[config.mk]
export PLATFORM = sky130hd
export DESIGN_NAME = mfa_ctrl
export DESIGN_NICKNAME = d
export VERILOG_FILES = /design/src/hdl/mfa_pkg.sv /design/src/hdl/mfa_ctrl.sv
export SDC_FILE = /design/constraint.sdc
export NUM_CORES = 1
export LEC_CHECK = 0
export ABC_CLOCK_PERIOD_IN_PS = 3300
export BUFFER_PORTS_ARGS = -buffer_cell sky130_fd_sc_hd__buf_4
export CAP_MARGIN = 20
export CORE_MARGIN = 3
export CORE_UTILIZATION = 50
export CTS_BUF_LIST = sky130_fd_sc_hd__clkbuf_4
export DETAILED_ROUTE_END_ITERATION = 10
export GPL_TIMING_DRIVEN = 0
export HOLD_SLACK_MARGIN = 0.08
export PLACE_DENSITY = 0.78
export SLEW_MARGIN = 20
export SYNTH_ARGS = -nofsm -noshare
export SYNTH_HDL_FRONTEND = slang
export SYNTH_SLANG_ARGS = --single-unit
export TNS_END_PERCENT = 20
[constraint.sdc]
create_clock -name clk -period 3.3 [get_ports clk]
set_input_delay 0.495 -clock clk [delete_from_list [all_inputs] [get_ports clk]]
set_output_delay 0.495 -clock clk [all_outputs]
set_load 0.03 [all_outputs]
[src/hdl/mfa_pkg.sv]
// Package: types and command codes for the mixed fraction ALU.
`default_nettype none
package mfa_pkg;
  typedef enum logic [1:0] {
    OP_MUL = 2'd0,
    OP_DIV = 2'd1,
    OP_ADD = 2'd2,
    OP_SUB = 2'd3
  } op_t;

  typedef enum logic [3:0] {
    ST_IDLE,
    ST_IMPROPER,
    ST_CROSS_A,
    ST_CROSS_B,
    ST_COMBINE,
    ST_CHECK,
    ST_WHOLE_DIV,
    ST_GCD_DIV,
    ST_NUM_DIV,
    ST_DEN_DIV,
    ST_DONE
  } state_t;

  // Datapath commands issued by the controller.
  typedef struct packed {
    logic load;
    logic improper;
    logic cross_a;
    logic cross_b;
    logic combine;
    logic div_start;
    logic [1:0] div_sel;
    logic take_whole;
    logic take_gcd_step;
    logic take_num;
    logic take_den;
    logic set_err;
    logic out_load;
  } cmd_t;

  // Status returned to the controller.
  typedef struct packed {
    logic in_zero_den;
    logic d_zero;
    logic n_gt_d;
    logic y_zero;
    logic g_zero;
    logic div_done;
  } stat_t;

  localparam logic [1:0] DSEL_WHOLE = 2'd0;
  localparam logic [1:0] DSEL_GCD = 2'd1;
  localparam logic [1:0] DSEL_NUM = 2'd2;
  localparam logic [1:0] DSEL_DEN = 2'd3;
endpackage
`default_nettype wire

[src/hdl/mfa_ctrl.sv]
// Controller state machine for the mixed fraction ALU.
`default_nettype none
module mfa_ctrl (
  input  wire logic          clk,
  input  wire logic          rst,
  input  wire logic          in_valid,
  output logic               in_ready,
  input  wire logic          out_busy,
  input  wire mfa_pkg::stat_t stat,
  output mfa_pkg::cmd_t      cmd
);
  mfa_pkg::state_t state, state_next;
  logic err, err_next;
  logic div_run, div_run_next;
  logic whole_done, whole_done_next;

  always_ff @(posedge clk) begin
    if (rst) begin
      state <= mfa_pkg::ST_IDLE;
      err <= 1'b0;
      div_run <= 1'b0;
      whole_done <= 1'b0;
    end else begin
      state <= state_next;
      err <= err_next;
      div_run <= div_run_next;
      whole_done <= whole_done_next;
    end
  end

  // Next state and commands.
  always_comb begin
    state_next = state;
    err_next = err;
    div_run_next = div_run;
    whole_done_next = whole_done;
    cmd = '0;
    in_ready = 1'b0;
    unique case (state)
      mfa_pkg::ST_IDLE: begin
        in_ready = 1'b1;
        if (in_valid) begin
          cmd.load = 1'b1;
          err_next = 1'b0;
          whole_done_next = 1'b0;
          state_next = mfa_pkg::ST_IMPROPER;
        end
      end
      mfa_pkg::ST_IMPROPER: begin
        if (stat.in_zero_den) begin
          err_next = 1'b1;
          state_next = mfa_pkg::ST_DONE;
        end else begin
          cmd.improper = 1'b1;
          state_next = mfa_pkg::ST_CROSS_A;
        end
      end
      mfa_pkg::ST_CROSS_A: begin
        cmd.cross_a = 1'b1;
        state_next = mfa_pkg::ST_CROSS_B;
      end
      mfa_pkg::ST_CROSS_B: begin
        cmd.cross_b = 1'b1;
        if (stat.d_zero) begin
          err_next = 1'b1;
          state_next = mfa_pkg::ST_DONE;
        end else state_next = mfa_pkg::ST_COMBINE;
      end
      mfa_pkg::ST_COMBINE: begin
        cmd.combine = 1'b1;
        state_next = mfa_pkg::ST_CHECK;
      end
      mfa_pkg::ST_CHECK: begin
        // Split off the whole part at most once.
        cmd.div_sel = mfa_pkg::DSEL_WHOLE;
        if (stat.n_gt_d && !whole_done) begin
          cmd.div_start = 1'b1;
          div_run_next = 1'b1;
          state_next = mfa_pkg::ST_WHOLE_DIV;
        end else begin
          cmd.take_gcd_step = 1'b1;
          div_run_next = 1'b0;
          state_next = mfa_pkg::ST_GCD_DIV;
        end
      end
      mfa_pkg::ST_WHOLE_DIV: begin
        cmd.div_sel = mfa_pkg::DSEL_WHOLE;
        if (stat.div_done) begin
          cmd.take_whole = 1'b1;
          div_run_next = 1'b0;
          whole_done_next = 1'b1;
          state_next = mfa_pkg::ST_CHECK;
        end
      end
      mfa_pkg::ST_GCD_DIV: begin
        cmd.div_sel = mfa_pkg::DSEL_GCD;
        if (!div_run) begin
          if (stat.y_zero) begin
            if (stat.g_zero) state_next = mfa_pkg::ST_DONE;
            else begin
              cmd.div_sel = mfa_pkg::DSEL_NUM;
              cmd.div_start = 1'b1;
              div_run_next = 1'b1;
              state_next = mfa_pkg::ST_NUM_DIV;
            end
          end else begin
            cmd.div_start = 1'b1;
            div_run_next = 1'b1;
          end
        end else if (stat.div_done) begin
          cmd.take_gcd_step = 1'b1;
          div_run_next = 1'b0;
        end
      end
      mfa_pkg::ST_NUM_DIV: begin
        cmd.div_sel = mfa_pkg::DSEL_NUM;
        if (stat.div_done) begin
          cmd.take_num = 1'b1;
          cmd.div_sel = mfa_pkg::DSEL_DEN;
          cmd.div_start = 1'b1;
          state_next = mfa_pkg::ST_DEN_DIV;
        end
      end
      mfa_pkg::ST_DEN_DIV: begin
        cmd.div_sel = mfa_pkg::DSEL_DEN;
        if (stat.div_done) begin
          cmd.take_den = 1'b1;
          div_run_next = 1'b0;
          state_next = mfa_pkg::ST_DONE;
        end
      end
      mfa_pkg::ST_DONE: begin
        if (!out_busy) begin
          cmd.out_load = 1'b1;
          cmd.set_err = err;
          state_next = mfa_pkg::ST_IDLE;
        end
      end
      default: state_next = mfa_pkg::ST_IDLE;
    endcase
  end
endmodule
`default_nettype wire

==> impl_metrics.py, run 1 <==
metrics = {
    "run_status": {
        "status": "finished, final reports clean",
    },
    "placement": {
        "dp.cells": 138,
        "port_buffers": 23,
        "dp.final_hpwl_um": 1690,
        "gp_congestion": 0.890,
    },
    "cts": {
        "cts_buffers": 3,
        "clock_path_buffers": 2,
        "cts.sink_count": 7,
        "worstSkewPairLatency_ps": 260,
        "h-tree-depth": 1,
        "post_cts_resized": 0,
        "postCtsSetupRepairBufs": 0,
        "cts_tree": "built",
        "cts-root-buf": "clkbuf_4",
        "clk_pin_slew_worst_paths_ps": 60,
        "cts_hold_buf": 0,
    },
    "logic_synthesis": {
        "synth_top_area_share_pct": 17.2,
        "ys_seq_area_share_pct": 17.2,
        "synth-seq-cells": 7,
        "synth_cells": 100,
        "ys_warn_count": 0,
        "synthAdderAreaFrac_pct": 0,
        "syn_nets": 110,
        "yosys.area_share.simple_pct": 41.3,
        "yosysUniqueCellTypes": 50,
        "synthTopCellsByArea": "dfxtp_1 17%, buf_6 5.5%, a21oi_1 4.3%, nor3_1 4.3%, nor4b_2 3.7%",
        "synth_edf_count": 0,
        "synthMuxAreaShare_pct": 4.61,
        "synth_area_leader_cell": "dfxtp_1",
        "synth_top_family_by_area": "simple AND/OR/NAND/NOR gates",
        "synth_xor_area_share_pct": 0,
        "ys.flop_type": "dfxtp_1",
        "synth_area_um2": 815,
        "async_flop_share_pct": 0,
        "syn_avg_cell_area_um2": 8.15,
        "synth-compound-area-share_pct": 26.1,
    },
    "global_routing": {
        "grt.total_usage_pct": 23.7,
        "grt_pass1_vias": 830,
        "gr-total-overflow": 0,
        "antenna_found_initial": 0,
        "grt_max_degree": 11,
        "grt_pass1_wl_um": 3680,
    },
    "timing": {
        "clock_skew_ps": 8.84,
        "max_freq_mhz": 469,
        "final.min_clock_period_ps": 2130,
        "slew_headroom_pct": 71.3,
        "fin_tns_setup_ps": 0,
        "maxSlewViolCount": 0,
        "finalCritPeriodShare_pct": 64.6,
        "hold_violations": 0,
        "rsz0062_at_grt": "false",
        "setup_viol": 0,
        "worst_slew_pin_slew_ps": 420,
    },
    "power_and_ir_drop": {
        "ir_drop_v": 0.000578,
        "powerDensity_nw_per_um2": 730,
        "leakagePower_nw": 0.468,
    },
    "floorplan": {
        "die_height_um": 46.4,
        "num_io_pins": 25,
        "start_util_pct": 57.6,
        "die_w_um": 46.4,
        "rows": 13,
        "die-area_um2": 2150,
        "core-area_um2": 1420,
    },
    "route": {
        "num_vias": 907,
        "dr.pass1.iters": 4,
        "drc": 0,
        "wl_per_cell_um": 15.5,
        "ant_nets": 0,
        "drt-vias-per-instance": 6.39,
        "drtIter0Drc": 39,
        "drt-total-wl_um": 2210,
    },
    "critical_path": {
        "worstPathArrival_ps": 1640,
        "r2r_slack_ps": 1770,
        "slowest_stage": "dfxtp_1",
        "cpPeakStageDelay_ps": 330,
        "path_cells": "buf_6, buf_2, nor4_1, and2_1, buf_4",
        "worstRegToRegCells": 5,
        "rr_startpoint": "state[2]",
        "path_class": "register to primary output",
        "critPathRequiredTime_ps": 2800,
        "timing.rr.end": "state[1]",
        "crit_fanout": 10,
        "crit_path_end_kind": "primary output",
        "cp-start-kind": "register",
    },
    "final_layout": {
        "fin_cells": 142,
        "mostFrequentLayoutCell": "buf_4",
        "post-route-util_pct": 73.2,
        "layout_common_cells": "26 x buf_4, 7 x nor3_1, 7 x a21oi_1, 7 x dfxtp_1, 6 x nor2_1",
        "area_growth_pct": 27.2,
        "fillers": 124,
        "drive_gt1_share_pct": 40.2,
        "diodes": 0,
        "fin_nets": 138,
    },
    "worst_hold_path": {
        "min_path_type": "register to register",
        "whs_endpoint": "whole_done",
        "min_from": "whole_done",
        "holdPathStages": 2,
    },
    "run": {
        "maxCapViolCount": 0,
    },
}
stage by stage:
stage | hold WS (ps) | area [um2] | power [mW] | setup WS, ps
floorplan | 474 | 815 | 0.526 | 756
global placement | 487 | 1010 | 0.655 | 1470
detailed placement | 502 | 1010 | 0.661 | 1470
CTS | 514 | 1040 | 0.751 | 1170
global route | 567 | 1040 | 0.803 | 1070
finish | 507 | 1040 | 0.757 | 1170
layer usage:
| layer | up-vias | wire, um | share of wire [%] | global-route usage (%) |
|---|---|---|---|---|
| met3 | 8 | 248 | 11 | 4.30 |
| met4 | 0 | 44 | 2.0 | 9.09 |
| li1 | 427 | - | - | - |
| met2 | 56 | 1040 | 47 | 37.4 |
| met1 | 416 | 873 | 40 | 31.4 |
| met5 | - | 0 | 0 | 0 |
sequential cells by signal, summed over array words and instances, names as in the netlist:
register	cells
whole_done	1
state	4
err	1
div_run	1
how the worst max path moves through the flow:
stage | from | endpoint | cells past startpoint
finish | state[2] | cmd[13] | 5
global route | state[2] | cmd[13] | 5
CTS | state[2] | cmd[13] | 5
detailed placement | state[2] | cmd[13] | 5
global placement | state[2] | cmd[13] | 5
floorplan | state[2] | cmd[13] | 4
worst max-delay path: cells and delay by family, from the launching register on:
kind	cells	cell delay [ps]
simple gates	2	540
buf+inv	3	500
flops	1	330
layout make-up:
| class | count | area (um2) | share of cell area, % |
|---|---|---|---|
| Buffer | 9 | 76.3 | 7.37 |
| Clock buffer | 4 | 30.0 | 2.90 |
| Inverter | 3 | 11.3 | 1.09 |
| Multi-Input combinational cell | 81 | 587 | 56.6 |
| Sequential cell | 7 | 140 | 13.5 |
| Tap cell | 15 | 18.8 | 1.81 |
| Timing Repair Buffer | 23 | 173 | 16.7 |
cell families after synthesis:
kind of cell / Yosys count
AOI/OAI and AO/OA: 29
buffers and inverters: 12
DFF: 7
muxes: 3
and+or+nand+nor: 49
Yosys cell counts (all sizes together), types with 2 or more instances:
| cell type | instances |
|---|---|
| nor2b | 3 |
| o21bai | 2 |
| nor2 | 7 |
| dfxtp | 7 |
| o21a | 2 |
| nor3 | 7 |
| nand2 | 4 |
| and2 | 3 |
| nand3 | 4 |
| a21oi | 7 |
| nand2b | 4 |
| and2b | 3 |
| mux2 | 3 |
| nor4b | 2 |
| inv | 3 |
| a211oi | 2 |
| buf | 8 |
| nor4 | 4 |
| o21ai | 4 |
where the power goes:
group / switching, mW / internal (mW)
Sequential: 0.0202 / 0.107
Combinational: 0.309 / 0.230
Clock: 0.0352 / 0.0546
Total: 0.365 / 0.392
Power figures use the tool's default switching activity.
==> run 2: changes to the inputs <==
- ABC_AREA: not set -> 1
- ABC_CLOCK_PERIOD_IN_PS: 3300 -> 2100
- PLACE_DENSITY: 0.78 -> 0.81
- clock period: 3.3 -> 2.1 ns (I/O delays scaled with it)
==> run 2 against run 1 <==
  * Combinational power is 56% higher
  * Routed wire length down 19%
  * Highest routed layer is now met3
  * Clock-buffer cell count unchanged
  * Sequential power up 94%
  * Sequential cell count is the same
  * Hold slack got worse by 250 ps
  * Clock skew decreased by 7.3 ps
  * Sequential share of layout area increased by 1.8 points
  * Via count is 5.0% lower
  * Critical path depth is 1 higher
  * Total power is 60% higher
==> impl_metrics.py, run 2 <==
metrics = {
    "run_status": {
        "status": "finished, final reports clean",
    },
    "timing": {
        "hold_violations": 0,
        "max_freq_mhz": 535,
        "fin_ws_ps": 230,
        "clock_skew_ps": 1.55,
        "final.min_clock_period_ps": 1870,
        "setup_viol": 0,
        "maxSlewViolCount": 0,
        "rsz0062_at_grt": "false",
        "worst_slew_pin_slew_ps": 287,
        "slew_headroom_pct": 80.8,
        "finalCritPeriodShare_pct": 89.1,
        "fin_tns_setup_ps": 0,
    },
    "global_routing": {
        "grt_pass1_wl_um": 3170,
        "antenna_found_initial": 0,
        "grt_max_degree": 8,
        "grt_pass1_vias": 802,
        "grt.total_usage_pct": 21.6,
        "gr-total-overflow": 0,
    },
    "final_layout": {
        "largest_reg_flops": 4,
        "seq_area_um2": 140,
        "multi_input_comb_area_um2": 470,
        "drive_gt1_share_pct": 30.9,
        "diodes": 0,
        "area_growth_pct": 33.2,
        "top_register": "state",
        "layout_common_cells": "38 x nand2_1, 24 x buf_4, 21 x nor2_1, 15 x inv_1, 11 x nand3_1",
        "mostFrequentLayoutCell": "nand2_1",
        "fin_nets": 163,
        "fillers": 100,
    },
    "route": {
        "drt-vias-per-instance": 5.19,
        "dr.pass1.iters": 4,
        "drtIter0Drc": 48,
        "drc": 0,
        "wl_per_cell_um": 10.7,
        "num_vias": 862,
        "drt-total-wl_um": 1780,
        "ant_nets": 0,
    },
    "power_and_ir_drop": {
        "p_sw_mw": 0.662,
        "power_frac_seq_pct": 20.4,
        "clockPowerShare_pct": 10.4,
        "switching_share_pct": 54.6,
        "internal_power_mw": 0.551,
        "leakagePower_nw": 0.522,
        "pwr-share-comb_pct": 69.3,
        "ir_drop_v": 0.000853,
        "powerDensity_nw_per_um2": 1330,
    },
    "floorplan": {
        "num_io_pins": 25,
        "die-area_um2": 1850,
        "start_util_pct": 57.1,
        "rows": 12,
        "core-area_um2": 1200,
        "die_height_um": 43.0,
        "die_w_um": 43.0,
    },
    "logic_synthesis": {
        "synthTopCellsByCount": "38 x nand2_1, 21 x nor2_1, 15 x inv_1",
        "synth_cells": 124,
        "synth_area_leader_cell": "nand2_1",
        "synth_top_area_share_pct": 20.8,
        "synth-seq-cells": 7,
        "synthTopCellsByArea": "nand2_1 21%, dfxtp_1 20%, nor2_1 11%, inv_1 8.2%, nand3_1 8.0%",
        "ys_warn_count": 0,
        "yosysUniqueCellTypes": 21,
        "ys_seq_area_share_pct": 20.4,
        "async_flop_share_pct": 0,
        "yosysMostFrequentCell": "nand2_1",
        "syn_nets": 134,
        "synth_edf_count": 0,
        "ys.flop_type": "dfxtp_1",
        "synth_area_um2": 686,
        "syn_avg_cell_area_um2": 5.53,
    },
    "cts": {
        "cts-root-buf": "clkbuf_4",
        "worstSkewPairLatency_ps": 240,
        "h-tree-depth": 1,
        "postCtsSetupRepairBufs": 0,
        "cts_buffers": 3,
        "post_cts_resized": 0,
        "clock_path_buffers": 2,
        "cts_tree": "built",
        "cts.sink_count": 7,
        "clk_pin_slew_worst_paths_ps": 50,
        "cts_hold_buf": 0,
    },
    "placement": {
        "port_buffers": 24,
        "dp_worst_setup_slack_ps": 498,
        "gp_congestion": 0.862,
        "dp.final_hpwl_um": 1560,
    },
    "worst_hold_path": {
        "min_path_type": "primary input to register",
        "min_from": "rst",
    },
    "critical_path": {
        "slowest_stage": "dfxtp_1",
        "cpPeakStageDelay_ps": 380,
        "path_cells": "nor2_1, inv_1, nor3_1, nand2_1, o211ai_1, buf_4",
        "cp-start-kind": "register",
        "crit_family": "simple AND/OR/NAND/NOR gates",
        "worstPathArrival_ps": 1560,
        "critPathRequiredTime_ps": 1780,
        "crit_path_end_kind": "primary output",
        "crit_start": "state[0]",
        "crit_fanout": 7,
        "path_class": "register to primary output",
        "worst-path-buf-inv": 2,
        "r2r_slack_ps": 760,
        "rr_startpoint": "state[1]",
    },
    "run": {
        "maxCapViolCount": 0,
    },
}
## run 2: cell count changes after synthesis, sizes merged, moves of 4 or more
cell,delta
a21oi,-4
nor3,-5
buf,-8
nor2,+21
inv,+17
nand2,+37
nand2b,-4
nand3,+8
nor4,-4
## run 2: kinds of logic (layout without fill, tap and decap cells)
| group | count (synthesis) | after routing | synth area share (%) |
|---|---|---|---|
| AO/OA/AOI/OAI | 11 | 11 | 11.3 |
| flip-flops | 7 | 7 | 20.4 |
| buffers and inverters | 20 | 48 | 10.9 |
| AND/OR/NAND/NOR | 86 | 86 | 57.3 |
## run 2: worst register-to-register path, cell delays in order (launching register included)
cell     delay, ps
dfxtp_1        470
inv_2          100
nand2_1        100
nor2_1          90
o21ai_4        210
nand2_4         80
nor2_1         120
nor2_1          50
## run 2: layer usage
layer  global-route usage [%]  wire length (um)  part of all wire [%]  vias to the layer above
met4                     6.63                 0                     0                        0
met3                     4.24               136                   7.6                        0
li1                         -                 -                     -                      445
met1                     27.3               742                    42                      381
met2                     36.5               902                    51                       36
met5                        0                 0                     0                        -
## run 2: area by class of cell
type                            instances  area share (%)
Inverter                               20            8.22
Multi-Input combinational cell         97            51.5
Sequential cell                         7            15.3
Clock buffer                            4            3.29
Tap cell                               14            1.92
Timing Repair Buffer                   24            19.7
## run 2: metrics by stage
stage	instances	total power, mW	instance area (um2)	hold slack, ps	utilization [%]
2_1_floorplan	124	0.845	686	377	-
3_3_place_gp	162	1.06	883	473	73.5
3_5_place_dp	162	1.08	883	477	73.5
4_1_cts	166	1.21	913	248	76.0
5_1_grt	166	1.32	913	257	76.0
6_report	166	1.21	913	257	76.0
## run 2: power by group through the flow
stage / clock network (mW) / registers (mW) / logic (mW)
after global placement: 0 / 0.247 / 0.813
after detailed placement: 0 / 0.248 / 0.834
final: 0.126 / 0.247 / 0.840
after global routing: 0.137 / 0.254 / 0.933
after floorplan: 0 / 0.232 / 0.614
after CTS: 0.132 / 0.246 / 0.837
## run 2: final timing paths
check	end	cells after the start
hold reg to reg	whole_done	2
setup reg to reg	state[0]	7
setup / recovery	cmd[8]	6
hold / removal	state[2]	2
==> run 3: changes to the inputs <==
- ABC_AREA: 1 -> 0
- PLACE_DENSITY: 0.81 -> 0.78
==> run 3 against run 2 <==
  * Non-clock buffer count grew 8
  * First-iteration DRC count shrank 69%
  * Final area grew 14%
  * Utilization shrank 2.4 points
  * Sequential cell count is the same
  * Total power shrank 0.51%
  * Critical path depth shrank 1
  * Clock-buffer cell count is the same
  * Sequential share of layout area shrank 1.9 points
  * Critical endpoint is now cmd[13]
  * Highest routed layer is now met4
==> impl_metrics.py, run 3 (synthesis gave the netlist of run 1 again) <==
metrics = {
    "cts": {
        "postCtsSetupRepairBufs": 0,
        "cts_buffers": 3,
        "cts_tree": "built",
        "cts.sink_count": 7,
        "worstSkewPairLatency_ps": 270,
        "cts_hold_buf": 0,
        "clk_pin_slew_worst_paths_ps": 70,
        "post_cts_resized": 0,
        "cts-root-buf": "clkbuf_4",
        "clock_path_buffers": 2,
        "h-tree-depth": 1,
    },
    "timing": {
        "finalCritPeriodShare_pct": 93.2,
        "setup_viol": 0,
        "clock_skew_ps": 13.9,
        "worst_slew_pin_slew_ps": 341,
        "fin_tns_setup_ps": 0,
        "final.min_clock_period_ps": 1960,
        "rsz0062_at_grt": "false",
        "max_freq_mhz": 511,
        "hold_violations": 0,
        "slew_headroom_pct": 76.7,
        "maxSlewViolCount": 0,
        "worst_hold_slack_ps": 360,
    },
    "critical_path": {
        "rr_startpoint": "state[2]",
        "timing.rr.end": "state[1]",
        "worstRegToRegCells": 5,
        "crit_family": "simple AND/OR/NAND/NOR gates",
        "crit_fanout": 10,
        "critPathRequiredTime_ps": 1780,
        "worst-path-buf-inv": 3,
        "cpPeakStageDelay_ps": 340,
        "cp-start-kind": "register",
        "path_cells": "buf_6, buf_2, nor4_2, and2_1, buf_4",
        "path_class": "register to primary output",
        "crit_path_end_kind": "primary output",
        "r2r_slack_ps": 600,
        "slowest_stage": "dfxtp_1",
        "worstPathArrival_ps": 1640,
        "cp.depth": 5,
    },
    "global_routing": {
        "grt_pass1_vias": 849,
        "antenna_found_initial": 0,
        "gr-total-overflow": 0,
        "grt_max_degree": 11,
        "grt_pass1_wl_um": 3820,
        "grt.total_usage_pct": 25.2,
    },
    "run": {
        "maxCapViolCount": 0,
    },
    "power_and_ir_drop": {
        "powerDensity_nw_per_um2": 1160,
        "ir_drop_v": 0.000807,
        "leakagePower_nw": 0.470,
    },
    "floorplan": {
        "core-area_um2": 1420,
        "die_height_um": 46.4,
        "num_io_pins": 25,
        "die_w_um": 46.4,
        "die-area_um2": 2150,
        "start_util_pct": 57.6,
        "rows": 13,
    },
    "run_status": {
        "status": "finished, final reports clean",
    },
    "final_layout": {
        "diodes": 0,
        "drive_gt1_share_pct": 40.9,
        "largest_reg_flops": 4,
        "top_register": "state",
        "layout_common_cells": "26 x buf_4, 7 x nor3_1, 7 x a21oi_1, 7 x dfxtp_1, 6 x nor2_1",
        "area_growth_pct": 28.0,
        "mostFrequentLayoutCell": "buf_4",
        "fin_nets": 138,
    },
    "worst_hold_path": {
        "whs_endpoint": "state[2]",
        "holdPathStages": 3,
        "min_path_type": "primary input to register",
        "min_from": "stat[4]",
    },
    "route": {
        "drc": 0,
        "drt-total-wl_um": 2280,
        "drt-vias-per-instance": 6.13,
        "dr.pass1.iters": 4,
        "wl_per_cell_um": 16.0,
        "ant_nets": 0,
        "num_vias": 871,
        "drtIter0Drc": 15,
    },
    "placement": {
        "gp_congestion": 0.865,
        "dp.final_hpwl_um": 1690,
        "port_buffers": 23,
    },
}
[run 3: changes by cell type in the layout (fill, tap and decap cells not counted), moves of 3 or more]
cell      delta
inv_2        -4
inv_1       -13
nor2_1      -15
nand3_1      -7
nor2b_1      +3
nor2_2       -4
and2_1       +3
a21oi_1      +5
nand2_1     -35
nor3_1       +5
buf_6        +4
nand2b_1     +4
[run 3: final cells by class]
class,instances,area (um2)
multi-input cells,81,593
fillers,119,373
repair buffers,23,173
flip-flops and latches,7,140
plain buffers,9,76.3
clock buffers,4,30.0
well taps,15,18.8
inverters,3,11.3
[run 3: worst max-delay path by stage]
stage	startpoint	endpoint	slack [ps]
5_1_grt	state[2]	cmd[13]	60
4_1_cts	state[2]	cmd[13]	130
2_1_floorplan	state[0]	cmd[1]	40
3_3_place_gp	state[0]	cmd[1]	490
6_report	state[2]	cmd[13]	140
3_5_place_dp	state[0]	cmd[1]	440
[run 3: metrics by stage]
stage	setup slack, ps	area, um2	instances	total power, mW	utilization (%)
floorplan	42.7	821	100	0.836	-
global route	55.9	1040	142	1.28	73.7
detailed placement	438	1010	138	1.05	71.5
finish	142	1040	142	1.21	73.7
global placement	485	1010	138	1.04	71.5
CTS	129	1040	142	1.21	73.7
[run 3: worst register-to-register path, stage by stage (launching register included)]
cell	delay, ps
dfxtp_1	370
buf_6	160
mux2_4	300
a221o_1	320
nor4_2	140
nor3_1	70
[run 3: power by group]
part	switching, mW	internal (mW)
Clock	0.0637	0.0862
Sequential	0.0325	0.168
Combinational	0.488	0.367
[run 3: routing by layer]
layer / GRT usage [%] / up-vias / wire [um]
li1: - / 429 / -
met1: 30.6 / 394 / 933
met2: 42.3 / 43 / 1110
met3: 3.91 / 5 / 189
met4: 12.5 / 0 / 42
met5: 0 / - / 0
